--- config.mk ---
export PLATFORM = sky130hd
export DESIGN_NAME = tdp_divider
export DESIGN_NICKNAME = d
export VERILOG_FILES = /design/src/rtl/tdp_pkg.sv /design/src/rtl/tdp_divider.sv
export SDC_FILE = /design/constraint.sdc
export NUM_CORES = 1
export LEC_CHECK = 0
export BUFFER_PORTS_ARGS = -buffer_cell sky130_fd_sc_hd__buf_4
export CAP_MARGIN = 20
export CORE_AREA = 5 5 92 157
export CTS_BUF_LIST = sky130_fd_sc_hd__clkbuf_8
export CTS_CLUSTER_DIAMETER = 200
export DETAILED_ROUTE_END_ITERATION = 10
export DIE_AREA = 0 0 97 162
export PLACE_DENSITY = 0.63
export REMOVE_ABC_BUFFERS = 1
export SLEW_MARGIN = 0
export SYNTH_ARGS = -nofsm -noshare
export SYNTH_HDL_FRONTEND = slang
export SYNTH_SLANG_ARGS = --single-unit
export TNS_END_PERCENT = 100
--- constraint.sdc ---
create_clock -name clk -period 6.42 [get_ports clk]
set_clock_uncertainty 0.2 [all_clocks]
set_input_delay 1.284 -clock clk [delete_from_list [all_inputs] [get_ports clk]]
set_output_delay 1.284 -clock clk [all_outputs]
set_load 0.03 [all_outputs]
--- src/rtl/tdp_pkg.sv ---
`timescale 1ns / 1ps

package tdp_pkg;

  // Width of the payload fields on the ports.
  localparam int FIELD_WIDTH = 32;

  // Width of the number under test; the low bits of the candidate are tested.
  localparam int VALUE_WIDTH = 32;

  // Working width of the datapath: the tested number never exceeds the field.
  localparam int NUM_WIDTH = (VALUE_WIDTH < FIELD_WIDTH) ? VALUE_WIDTH : FIELD_WIDTH;

  // Width of the divider step counter, able to hold NUM_WIDTH itself.
  localparam int CNT_WIDTH = $clog2(NUM_WIDTH + 1);

  // First trial divisor.
  localparam logic [NUM_WIDTH-1:0] FIRST_DIVISOR = NUM_WIDTH'(2);

  // Sequencer states of the trial loop.
  typedef enum logic [2:0] {
    ST_IDLE,
    ST_START,
    ST_DIVIDE,
    ST_DECIDE,
    ST_REPORT
  } tdp_state_t;

endpackage

--- src/rtl/tdp_divider.sv ---
`timescale 1ns / 1ps

// Restoring divider that retires one quotient bit per cycle.
module tdp_divider (
  input  logic                          clk,
  input  logic                          rst,
  input  logic                          start,
  input  logic [tdp_pkg::NUM_WIDTH-1:0] dividend,
  input  logic [tdp_pkg::NUM_WIDTH-1:0] divisor,
  output logic                          done,
  output logic [tdp_pkg::NUM_WIDTH-1:0] quotient,
  output logic [tdp_pkg::NUM_WIDTH-1:0] remainder
);
  import tdp_pkg::*;

  logic [NUM_WIDTH-1:0] quo;
  logic [NUM_WIDTH-1:0] rem;
  logic [CNT_WIDTH-1:0] count;
  logic [NUM_WIDTH:0]   shifted;
  logic [NUM_WIDTH:0]   diff;
  logic                 fits;
  logic [NUM_WIDTH-1:0] quo_next;
  logic [NUM_WIDTH-1:0] rem_next;

  // One step: bring down the next dividend bit and try a subtraction.
  always_comb begin
    shifted  = {rem, quo[NUM_WIDTH-1]};
    diff     = shifted - {1'b0, divisor};
    fits     = ~diff[NUM_WIDTH];
    rem_next = fits ? diff[NUM_WIDTH-1:0] : shifted[NUM_WIDTH-1:0];
    quo_next = {quo[NUM_WIDTH-2:0], fits};
  end

  // Step counter and completion pulse.
  always_ff @(posedge clk) begin
    if (rst) begin
      count <= '0;
      done  <= 1'b0;
    end else begin
      done <= (count == CNT_WIDTH'(1));
      if (start) begin
        count <= CNT_WIDTH'(NUM_WIDTH);
      end else if (count != '0) begin
        count <= count - 1'b1;
      end
    end
  end

  // The quotient register doubles as the dividend shift register.
  always_ff @(posedge clk) begin
    if (start) begin
      quo <= dividend;
      rem <= '0;
    end else if (count != '0) begin
      quo <= quo_next;
      rem <= rem_next;
    end
  end

  assign quotient  = quo;
  assign remainder = rem;

endmodule

### Word-level counts from Yosys, hierarchy flattened

Cells that the tools add are included.

| word-level totals | value |
|---|---|
| bits in registers | 71 |
| output and inout bits | 65 |
| word-level logic and storage cells | 17 |

| operators by class | value |
|---|---|
| bitwise logic cells | 1 |
| eq/ne operators | 1 |
| $add $sub $neg | 2 |
| muxes and demuxes | 5 |
| reductions and logical operators | 3 |

Operator list:

| cell | number |
|---|---|
| 32-bit two-way mux | 3 |
| 33-bit by 32-bit subtractor with 33-bit output | 1 |
| 6-bit two-way mux | 2 |
| 6-bit by 1-bit == test with 1-bit output, second input constant | 1 |
| 6-bit nonzero test | 1 |
| 6-bit by 1-bit subtractor with 6-bit output, second input constant | 1 |
| 2-bit nonzero test | 1 |
| 2-bit OR reduction | 1 |
| 1-bit inverter | 1 |

### Depth between registers and ports, before layout

Gate-level depths: netlist of the first run.

| depth | value |
|---|---|
| depth in word-level cells | 4 |
| mapped depth | 14 |
| depth with buffers taken out | 12 |

### Least setup slack after synthesis of the first run

Ideal clock, no wire load.

| timing path | value |
|---|---|
| path kind | input-to-reg |
| start | input port divisor[0] (netlist name) |
| end | register rem[19], in the netlist remainder[19] |
| data arrival time | 3,619 ps |
| required time | 6,132 ps |
| stages on the path | 12 |
| path slack | 2,513 ps |
| cell sequence | ha_1 -> fa_1 -> nor2b_1 -> o31a_1 -> o211ai_2 -> a21oi_2 -> nor2_2 -> o311ai_4 -> buf_6 -> nor2_2 -> o31a_1 -> a311oi_2 |

| between the ends | value |
|---|---|
| word-level cells in the longest chain between the ends | 2 |

Ends and longest elaborated chain:

| what | line | RTL |
|---|---|---|
| start, declared | tdp_divider.sv:9 | `input logic [tdp_pkg::NUM_WIDTH-1:0] divisor,` |
| 33-bit by 32-bit subtractor with 33-bit output | tdp_divider.sv:28 | `diff = shifted - {1'b0, divisor};` |
| 32-bit two-way mux | tdp_divider.sv:30 | `rem_next = fits ? diff[NUM_WIDTH-1:0] : shifted[NUM_WIDTH-1:0];` |
| end signal, assigned | tdp_divider.sv:56 | `rem <= rem_next;` |
| end, declared | tdp_divider.sv:17 | `logic [NUM_WIDTH-1:0] rem;` |

No other way between the ends.
A chain may end at the register's enable or synchronous reset.

### Worst setup path in the final report of the first run

Ends and elaborated chain as after synthesis.

==> results of run 1 <==
==> tightest hold or removal path: stages, from the launching register on <==
cell and delay [ps]:
dfxtp_1 360, nand2_1 70, a21oi_1 50
==> layer usage <==
metal,wire length (µm),global-route usage,up-vias
li1,-,-,2240
met2,7050,0.311,114
met5,0,0,-
met1,5130,0.169,2074
met3,642,0.0391,22
met4,347,0.0709,0
==> worst min path at each step <==
stage               slack [ps]                   endpoint                       from
floorplan                  290      count[1]$_SDFFE_PP0P_      count[1]$_SDFFE_PP0P_
global placement           300  remainder[1]$_SDFFE_PP0P_  remainder[1]$_SDFFE_PP0P_
detailed placement         310  remainder[1]$_SDFFE_PP0P_  remainder[1]$_SDFFE_PP0P_
CTS                        320  remainder[1]$_SDFFE_PP0P_  remainder[1]$_SDFFE_PP0P_
global route               360  remainder[1]$_SDFFE_PP0P_  remainder[1]$_SDFFE_PP0P_
finish                     310  remainder[1]$_SDFFE_PP0P_  remainder[1]$_SDFFE_PP0P_
==> cell type report <==
| type | count | area [µm²] | area share |
|---|---|---|---|
| Multi-Input combinational cell | 407 | 2990 | 0.472 |
| Sequential cell | 71 | 1740 | 0.275 |
| Clock inverter | 7 | 85.1 | 0.0134 |
| Inverter | 45 | 169 | 0.0267 |
| Tap cell | 171 | 214 | 0.0338 |
| Clock buffer | 9 | 124 | 0.0195 |
| Timing Repair Buffer | 135 | 1010 | 0.160 |
==> stage by stage <==
stage                     setup WS (ps)  std cells  hold WS (ps)  power [W]   util
after floorplan                    1650        523           287    0.00249      -
after global placement             2080        829           302    0.00310  0.471
after detailed placement           2030        829           306    0.00313  0.471
after CTS                          2400        845           321    0.00353  0.487
after global routing               2210        845           360    0.00376  0.487
final                              2400        845           312    0.00349  0.487
==> registers in the layout (all words and copies together), names as in the netlist <==
name / cells
remainder: 32
quotient: 32
count: 6
done: 1
==> logic make-up (layout without fill, tap and decap cells) <==
family                     count (synthesis)  after routing  synth area share
adders and majority gates                 35             35            0.0879
muxes                                     59             59             0.125
and+or+nand+nor                          139            139             0.130
DFF                                       71             71             0.344
xor gates and xnor gates                  31             31            0.0536
AOI/OAI and AO/OA                        143            143             0.193
buffers and inverters                     75            196            0.0669
==> power breakdown <==
group / total (W) / switching [W] / internal (W)
registers: 0.000831 / 0.000159 / 0.000673
clock network: 0.000386 / 0.000197 / 0.000189
logic: 0.00228 / 0.00133 / 0.000944
total: 0.00349 / 0.00169 / 0.00181
==> cell usage in the layout, fill, tap and decap left out, types with 3 or more instances in the layout <==
| cell | n |
|---|---|
| clkbuf_8 | 9 |
| xnor2_1 | 22 |
| dfxtp_1 | 39 |
| nand2_1 | 39 |
| mux2_2 | 33 |
| xor2_1 | 9 |
| o211a_1 | 3 |
| o211ai_1 | 4 |
| nand3_1 | 6 |
| nor4_1 | 4 |
| nor2b_1 | 4 |
| o31a_1 | 4 |
| and2_1 | 3 |
| a21o_1 | 12 |
| buf_4 | 135 |
| nand4_1 | 7 |
| nor3_1 | 8 |
| mux2i_1 | 26 |
| inv_1 | 45 |
| inv_6 | 4 |
| a31oi_1 | 6 |
| ha_1 | 34 |
| a21oi_1 | 40 |
| o21ai_0 | 21 |
| and3_1 | 3 |
| o2111ai_1 | 4 |
| a211oi_1 | 27 |
| edfxtp_1 | 32 |
| o21a_1 | 5 |
| nor2_1 | 47 |
==> summary.txt, run 1 <==
Status
  • Outcome: complete, no violations

Flow run
  • Max Cap Viol: 0

STA
  • Fmax achieved: 249 MHz
  • Setup TNS: 0 ps
  • Rel. slew slack: 0.436
  • Final Hold Fails: 0
  • Setup violators final: 0
  • Max-slew violations: 0
  • RSZ-0062 raised after global routing: false
  • Tmin final: 4020 ps
  • Worst Tran Pin Value: 846 ps
  • Final period util: 0.627

Synth
  • Syn Std Cell Area: 0.00507 mm²
  • Total of warnings raised by yosys: 0
  • Synth Instances: between 500 and 600
  • Ys flop type: dfxtp_1
  • Synth area leader: edfxtp_1
  • FF+latch count, synth: just over 70
  • Asr flop ratio synth: 0
  • Synth top area cells: edfxtp_1, dfxtp_1, ha_1
  • Post-synth top cells: nor2_1, inv_1, a21oi_1, nand2_1, dfxtp_1
  • Top-area cell type share of the netlist area: 0.190
  • Mean Syn Cell Area: 9.17 µm²
  • Unique masters post-synth: 63
  • Register area share after synthesis: 0.344
  • Most common cell in the synthesized netlist: nor2_1
  • Post-synth EDFFs: 32

Clock network
  • Inserted Clock Buffers: 9
  • Worst-path clk slew: 90 ps
  • # resized after CTS: 0
  • Hold-fix buffers at CTS: 0
  • Postcts setup bufs: 0
  • Maximum clock path buffer count: 2
  • Root Buffer: clkbuf_8
  • TritonCTS sink count: 71
  • Worst-skew pair later-pin latency: roughly 350 ps
  • CTS tree: built
  • Max H-tree Level: 3

Worst setup path
  • Worst Reg-to-Reg Cells: 13
  • Worst Path Buf+Inv: 2
  • CP Max Fanout: 21
  • WP data arrival: 4090 ps
  • Crit-path cells: buf_4 -> ha_1 -> fa_1 -> nor2b_1 -> o31a_1 -> o211ai_2 -> a21oi_2 -> nor2_2 -> o311ai_4 -> buf_4 -> nor2_2 -> o31a_1 -> a311oi_2
  • Crit Reg-Reg Endpoint: remainder[19]$_SDFFE_PP0P_
  • R2r setup slk: between 3000 and 4000 ps
  • Delay of the slowest critical-path stage: 410 ps
  • Critical path type: in2reg
  • Crit path max-delay family: compound AO/OA/AOI/OAI gates
  • CP Launch Type: input port
  • Crit path from: divisor[0]
  • CP Data Required Time: about 6500 ps
  • Critical path capture point: remainder[19]$_SDFFE_PP0P_
  • CP endpoint kind: flop
  • Crit path depth: 13
  • Slowest-stage cell, CP: fa_1
  • Origin of the critical flop-to-flop path: quotient[31]$_DFFE_PP_

Die
  • Initial Util: 0.390
  • Core area: 0.0130 mm²
  • Die area: 0.0157 mm²
  • Die Wd: 97 µm
  • Die height: about 160 µm
  • IO Pins: around 130
  • # rows: 55

Global routing
  • Initial antenna violation count: 0
  • Vias in the first global route: ~4600
  • Grt ovf: 0
  • Largest net degree at the start of global routing: 70
  • Tot GR Track Use: 0.164
  • First-pass GRT wire length: ~21000 µm

Worst hold path
  • Hold WC Path Type: reg2reg
  • Min-Delay Path Depth: 2

Drt
  • Drt drc: 0
  • Drt initial violations: ~100
  • Final WL: 13200 µm
  • Antenna Nets Post-Route: 0
  • Drt first pass iters: 4
  • Routed vias/inst: 5.27
  • Vias: 4450
  • Routed WL per cell: ~16 µm

Cells and area
  • Final #Nets: slightly below 800
  • Layout fillers: 1276
  • Area grow syn2layout: 25.0%
  • Ratio of cells with drive above 1 in the final layout: 0.289
  • Antenna Cells: 0
  • Final instance area: 0.00634 mm²

Place
  • Placed cell area: 0.00613 mm²
  • Routability Congestion: 0.881
  • Post-DP HPWL: 10200 µm
  • Buffers added on ports: 131

Pwr
  • Leak: roughly 2.9 nW
  • Worst vdd ir: 0.202 mV
  • PD cells: 551 mW/mm²
Power figures use the tool's default switching activity.
==> run 2, diff against run 1 <==
- clock period: 6.42 -> 4 ns (I/O delays scaled with it)
==> run 2 against run 1 <==
- final cell count increased by 0.59%
- design area increased by 0.97%
- setup slack got worse by 1900 ps
- clock power increased by 63%
- first-iteration DRC count increased by 57%
- global-route usage increased by 0.50 points
- non-clock buffer count increased by 5
- combinational power increased by 66%
- worst hold slack improved by 2.7 ps
- critical path type unchanged
- critical endpoint unchanged
==> summary.txt, run 2 (synthesized netlist as in run 1, its figures left out) <==
Worst setup path
  • CP Launch Type: input port
  • Critical path type: in2reg
  • CP endpoint kind: flop
  • CP Max Fanout: 14
  • CP Data Required Time: 4080 ps
  • WP data arrival: 3540 ps

Cells and area
  • Most frequent cells in the layout: buf_4, nor2_1, inv_1
  • Ratio of cells with drive above 1 in the final layout: 0.295
  • Area grow syn2layout: 26.2%
  • Commonest non-fill, non-tap cell in the layout: buf_4
  • Final #Nets: around 780
  • Final instance area: 0.00640 mm²
  • Antenna Cells: 0

Die
  • Initial Util: 0.390
  • # rows: 55
  • Die Wd: 97 µm
  • IO Pins: 132
  • Core area: approximately 0.013 mm²
  • Die height: 162 µm
  • Die area: between 0.015 and 0.02 mm²

Pwr
  • Int Pwr: between 0.002 and 0.003 W
  • Switch share: 0.480
  • Leak: 2.92 nW
  • Switching power: 0.00276 W
  • Register share of total power: 0.232
  • Combinational power share: 0.659
  • Worst vdd ir: 0.416 mV
  • PD cells: 900 mW/mm²
  • Clock power share: 0.109

STA
  • RSZ-0062 raised after global routing: false
  • Rel. slew slack: 0.504
  • Worst hold slack: between 300 and 400 ps
  • Max-slew violations: 0
  • Fmax achieved: 289 MHz
  • Final Hold Fails: 0
  • Final period util: 0.866
  • Worst Tran Pin Value: 741 ps
  • Setup violators final: 0
  • Tmin final: 3460 ps

Global routing
  • Top Usage Layer GRT: met2
  • Grt ovf: 0
  • M3 GR Usage: 0.0460
  • Met1 usage: 0.167
  • Tot GR Track Use: 0.169
  • First-pass GRT wire length: about 22000 µm
  • Met2 Usage GRT: 0.330
  • Largest net degree at the start of global routing: 42
  • Initial antenna violation count: 0
  • Vias in the first global route: 4632

Clock network
  • TritonCTS sink count: 71
  • Maximum clock path buffer count: 2
  • Hold-fix buffers at CTS: 0
  • CTS tree: built
  • Worst-skew pair later-pin latency: 370 ps
  • Max H-tree Level: 3
  • Postcts setup bufs: 0
  • Worst-path clk slew: about 90 ps
  • Root Buffer: clkbuf_8
  • # resized after CTS: 0
  • Inserted Clock Buffers: 9

Worst hold path
  • Hold WC Path Type: reg2reg

Flow run
  • Max Cap Viol: 0

Drt
  • Routed WL per cell: 15.8 µm
  • Antenna Nets Post-Route: 0
  • Final WL: 13500 µm
  • Drt first pass iters: 4
  • Vias: 4513
  • Routed vias/inst: 5.31
  • Drt drc: 0
  • Drt initial violations: 163

Place
  • Placed cell area: 0.00619 mm²
  • Routability Congestion: 0.877
  • Post-DP HPWL: 10500 µm
  • Buffers added on ports: ~130

Status
  • Outcome: complete, no violations
-- run 2: cell types whose count changed in the layout (fill, tap and decap cells not counted), sizes merged --
| cell | change |
|---|---|
| clkinv | -1 |
| buf | +5 |
| clkinvlp | +1 |
-- run 2: worst paths after layout --
check | start | to | slack (ps) | cells after the start
max | divisor[0] | remainder[19]$_SDFFE_PP0P_ | 540 | 13
min | remainder[1]$_SDFFE_PP0P_ | remainder[1]$_SDFFE_PP0P_ | 310 | 2
max reg2reg | quotient[31]$_DFFE_PP_ | remainder[19]$_SDFFE_PP0P_ | 650 | 13
min reg2reg | remainder[1]$_SDFFE_PP0P_ | remainder[1]$_SDFFE_PP0P_ | 310 | 2
-- run 2: metrics by stage --
| step | worst slack (ps) | power [W] | setup TNS [ps] | cells | util |
|---|---|---|---|---|---|
| global placement | 244 | 0.00510 | 0 | 834 | 0.476 |
| CTS | 552 | 0.00582 | 0 | 850 | 0.492 |
| floorplan | -287 | 0.00400 | -4940 | 523 | - |
| finish | 537 | 0.00576 | 0 | 850 | 0.492 |
| global route | 369 | 0.00620 | 0 | 850 | 0.492 |
| detailed placement | 170 | 0.00517 | 0 | 834 | 0.476 |
-- run 2: power groups by stage --
stage          sequential [W]  combinational (W)  clock [W]
2_1_floorplan         0.00180            0.00220          0
3_3_place_gp          0.00135            0.00376          0
3_5_place_dp          0.00135            0.00381          0
4_1_cts               0.00134            0.00382   0.000653
5_1_grt               0.00138            0.00414   0.000680
6_report              0.00134            0.00379   0.000630
-- run 2: cell type report --
type	instances	area, µm²
sequential	71	1740
tap	171	214
clock inverter	7	83.8
multi-input combinational	407	2990
clock buffer	9	124
fill	1266	6610
inverter	45	169
timing repair buffer	140	1080
-- run 2: layer usage --
layer / share of wire / vias to the layer above
met5: 0 / -
met4: 0.020 / 0
met3: 0.056 / 21
met2: 0.55 / 124
met1: 0.37 / 2114
li1: - / 2254
-- run 2: critical path: stages --
cell and delay [ps]:
buf_4 110, ha_1 220, fa_1 420, nor2b_1 170
o31a_1 190, o211ai_2 150, a21oi_2 230, nor2_2 90
o311ai_4 410, buf_12 200, nor2_2 40, o31a_1 290
a311oi_2 220
